$ cat src/hdl/ffba_ram.sv
// ----------------------------------------------------------------------------
// ffba_ram: generic single-port RAM
// One access per cycle: a write also reads the old word; read data registered.
// ----------------------------------------------------------------------------
module ffba_ram #(
  parameter int Width = 8,
  parameter int Depth = 16
) (
  input  logic                     clk,
  input  logic                     we,
  input  logic [$clog2(Depth)-1:0] addr,
  input  logic [Width-1:0]         wdata,
  output logic [Width-1:0]         rdata
);

  logic [Width-1:0] mem [Depth];

  // write, and registered read (old data on a write)
  always_ff @(posedge clk) begin
    if (we) begin
      mem[addr] <= wdata;
    end
    rdata <= mem[addr];
  end

endmodule

$ cat config.mk
export PLATFORM = sky130hd
export DESIGN_NAME = ffba_ram
export DESIGN_NICKNAME = d
export VERILOG_FILES = /design/src/hdl/ffba_ram.sv
export SDC_FILE = /design/constraint.sdc
export NUM_CORES = 1
export LEC_CHECK = 0
export ABC_AREA = 1
export BUFFER_PORTS_ARGS = -buffer_cell sky130_fd_sc_hd__buf_4
export CORE_AREA = 10 10 115 194
export DETAILED_ROUTE_END_ITERATION = 16
export DIE_AREA = 0 0 125 204
export PLACE_DENSITY_LB_ADDON = 0.05
export SKIP_CTS_REPAIR_TIMING = 1
export SLEW_MARGIN = 10
export SYNTH_ARGS = -nofsm -noshare
export SYNTH_HDL_FRONTEND = slang
export SYNTH_SLANG_ARGS = --single-unit
export TNS_END_PERCENT = 100
$ cat constraint.sdc
create_clock -name clk -period 2 [get_ports clk]
set_input_delay 0.1 -clock clk [delete_from_list [all_inputs] [get_ports clk]]
set_output_delay 0.1 -clock clk [all_outputs]
set_load 0.1 [all_outputs]
======== Word-level counts from Yosys, hierarchy flattened ========
Memories as Yosys holds them, arrays and structs flattened. A register that Yosys moved wholly into a read port is not among the register bits.
Cells that the tools add are included.
word-level totals
  bits in registers ....................... 0
  bits in latches ......................... 0
  RAM bits ................................ 128
  ROM bits ................................ 0
  bits of input ports ..................... 14
  output and inout port bits .............. 8
  word-level logic and storage cells ...... 3
  memories kept ........................... 1
cells by class
  $add $sub $neg .......................... 0
  $mul .................................... 0
  divide/modulo/power cells ............... 0
  magnitude comparators ................... 0
  eq/ne operators ......................... 0
  shift operators ......................... 0
  mux-type cells .......................... 2
  bitwise operators ....................... 0
  reduce and logical (&&, ||, !) cells .... 0
memory list
  memory  words  bits a word  rd ports  clocked after Yosys merged registers in  wr ports  RTL line  text
  mem     16     8            1         1                                        1         16        logic [Width-1:0] mem [Depth];
operators with widths
  kind              count
  1-bit 2-to-1 mux  2

======== Logic depth before layout (Yosys ltp) ========
  word-level depth ........................ 2
  gate-level depth with buffers ........... 11
  gate-level depth less buffers ........... 9

======== Least setup slack after synthesis ========
OpenSTA, ideal clock, no wires.
  kind .................................... input -> register
  start point ............................. in addr[1]
  end point ............................... mem mem[3][0] (enable)
  setup time .............................. 0.370 ns
  arrival time ............................ 1.107 ns
  data required time ...................... 1.630 ns
  setup slack ............................. 0.523 ns
  stages on the path ...................... 4
  path through ............................ buf_2 > clkbuf_1 > nand3_1 > nor2_1
RTL lines
  what             RTL line  text
  start, declared  11        input logic [$clog2(Depth)-1:0] addr,
  end, declared    16
No word-level cell before the write port.

======== Worst setup path after layout ========
  start point ............................. reg rdata[2] (read register of mem)
  end point ............................... out rdata[2]
RTL lines
  what             RTL line  text
  start, declared  13        output logic [Width-1:0] rdata
No word-level cell between the ends.

==> run summary <==
CTS tree: built
vias in the first global route: 3900
Leak: 2.89 nW
GRT overflow: 0
Seq/Total Area, Yosys: 71.6%
ANT cells: 0
WP buf/inv: 1
Clk Latency, worst-skew pair: 0.42 ns
Placement Setup Slack: 0.470 ns
most frequent cell after synthesis: nand2_1
placed instance area: 6140 um^2
die width: 125 um
Final Cycle Share: 62.1%
min-delay worst type: in -> reg
Yosys cell types: 11
post-layout minimum cycle time: 1.24 ns
Finished Cell Area: 6770 um^2
Slew @ Worst Pin: 0.339 ns
Buffers on Ports: 21
I/O Pins: 22
Primary FF master, synth: edfxtp_1
RSZ-0062 raised after global routing: false
dpl hpwl: 10200 um
Initial Util: 29.3%
vias per inst: 4.36
Root Buffer: clkbuf_16
Register Area: 4000 um^2
Final setup violation count: 0
Die H: 204 um
die area: 25500 um^2
Initial DRC Count: 268
asr flop ratio synth: 0%
first-pass GRT wire length: 23300 um
GRT Total Usage: 12.4%
startpoint type of the worst setup path: flop
final routed DRC violation total: 0
area of the multi-input gates: 1390 um^2
placed cell count: 814
Gate Count Post-Synth: 548
share of cells above drive strength 1: 12.4%
Initial DRT Pass Iterations: 4
Synth Warn #: 0
WS Path Type: reg -> out
WL per Instance: 18.3 um
dominant cell type by area after synthesis: edfxtp_1
Bufs on Longest Clock Path: 2
Synth Register Bits: 136
Max FO, Critical Path: 1
Post-Syn Area: 5590 um^2
final max-slew violation count: 0
CTS HTree Levels: 4
max cap viols: 0
largest net degree at the start of global routing: 67
Mean Syn Cell Area: 10.2 um^2
fmax: 806 MHz
Top delay family on crit path: flip-flops
total CTS buffers: 17
Max VDD drop: 463 uV
Rel. slew slack: 77.4%
Final Hold Violating Endpoints: 0
synth cell count leaders: nand2_1, edfxtp_1, inv_1
syn_nets: 562
Worst Path Arrival: 1.14 ns
status: finished, final reports clean
core area: 19100 um^2
Synth area leaders: edfxtp_1, nand2_1, dfxtp_1
final setup TNS: 0 ns
CP cell instances: buf_4
Critical Path End Type: output pin
number of routed nets with antenna violations: 0
fill count: 2018
crit path max-delay cell type: dfxtp_1
nets@finish: 606
area share of the largest cell type after synthesis: 68.7%
routed vias: 3691
Final WS setup: 0.759 ns
row count: 67
number of synthesized flops with an enable pin: 128
Hold WS: 0.0688 ns
post-route clock skew: 0.0112 ns
Sink Count: 136
Critical Path RT: 1.90 ns
Final GP Congestion: 0.837
P per Cell Area: 1060 nW/um^2
initial antenna violation count: 0
Area Growth Syn to Fin: 21.1%
Clock Pin Slew Worst Setup and Hold Paths: 0.06 ns
CP peak stage delay: 0.40 ns
Layout Cells excl Fill: 846
final wirelength: 15500 um
[report_power, final]
part / switching (mW) / leakage [nW] / internal, mW
clock network: 1.15 / 0.315 / 2.26
registers: 0.0189 / 1.22 / 3.19
logic: 0.434 / 1.35 / 0.132
total: 1.60 / 2.89 / 5.58
[metrics by stage]
step | utilization, % | power [mW]
3_5_place_dp | 32.1 | 3.85
6_report | 35.4 | 7.18
3_3_place_gp | 32.1 | 3.85
4_1_cts | 35.4 | 7.28
5_1_grt | 35.4 | 7.43
2_1_floorplan | - | 3.62
[layer usage]
metal / GRT usage (%) / part of all wire, % / vias up / wire length (um)
met5: 0 / 0 / - / 0
met4: 5.95 / 2.6 / 0 / 408
met3: 2.23 / 2.2 / 23 / 335
met2: 23.4 / 56 / 71 / 8670
met1: 12.9 / 39 / 1759 / 6080
li1: - / - / 1838 / -
[state kept, by name (all words and copies together) (netlist names)]
| register | cells |
|---|---|
| mem | 128 |
| rdata | 8 |
[final cells by class]
class                      count  share of cell area (%)
inverter                      23                    1.27
multi-input combinational    368                    20.5
tap                          241                    4.45
clock buffer                  22                    6.85
sequential                   136                    59.1
timing repair buffer          46                    5.28
clock inverter                10                    2.57
[cells in the final DEF, fill, tap and decap left out]
master,synthesis,layout
nand2_1,346,346
edfxtp_1,128,128
buf_4,6,45
inv_1,21,21
nor2_1,18,18
clkbuf_16,0,17
dfxtp_1,8,8
bufinv_16,0,5
nand3_1,4,4
clkinv_2,0,4
clkbuf_1,3,3
clkinv_1,1,2
clkbuf_8,0,2
inv_2,1,1
buf_12,0,1
[path summary, 6_finish.rpt]
path	start	depth (start not counted)	end	slack (ns)
worst max register to register	mem[6][3]$_DFFE_PP_	8	rdata[3]$_DFF_P_	0.93
worst min-delay path	wdata[3]	1	mem[7][3]$_DFFE_PP_	0.07
worst max-delay path	rdata[2]$_DFF_P_	1	rdata[2]	0.76
worst min register to register	mem[8][6]$_DFFE_PP_	8	rdata[6]$_DFF_P_	0.70
[cells by family (layout without fill, tap and decap cells)]
group / Yosys count / count (layout) / share of synthesized area (%)
buffers and inverters: 44 / 101 / 3.62
DFF: 136 / 136 / 71.6
and+or+nand+nor: 368 / 368 / 24.8
Power figures use the tool's default switching activity.
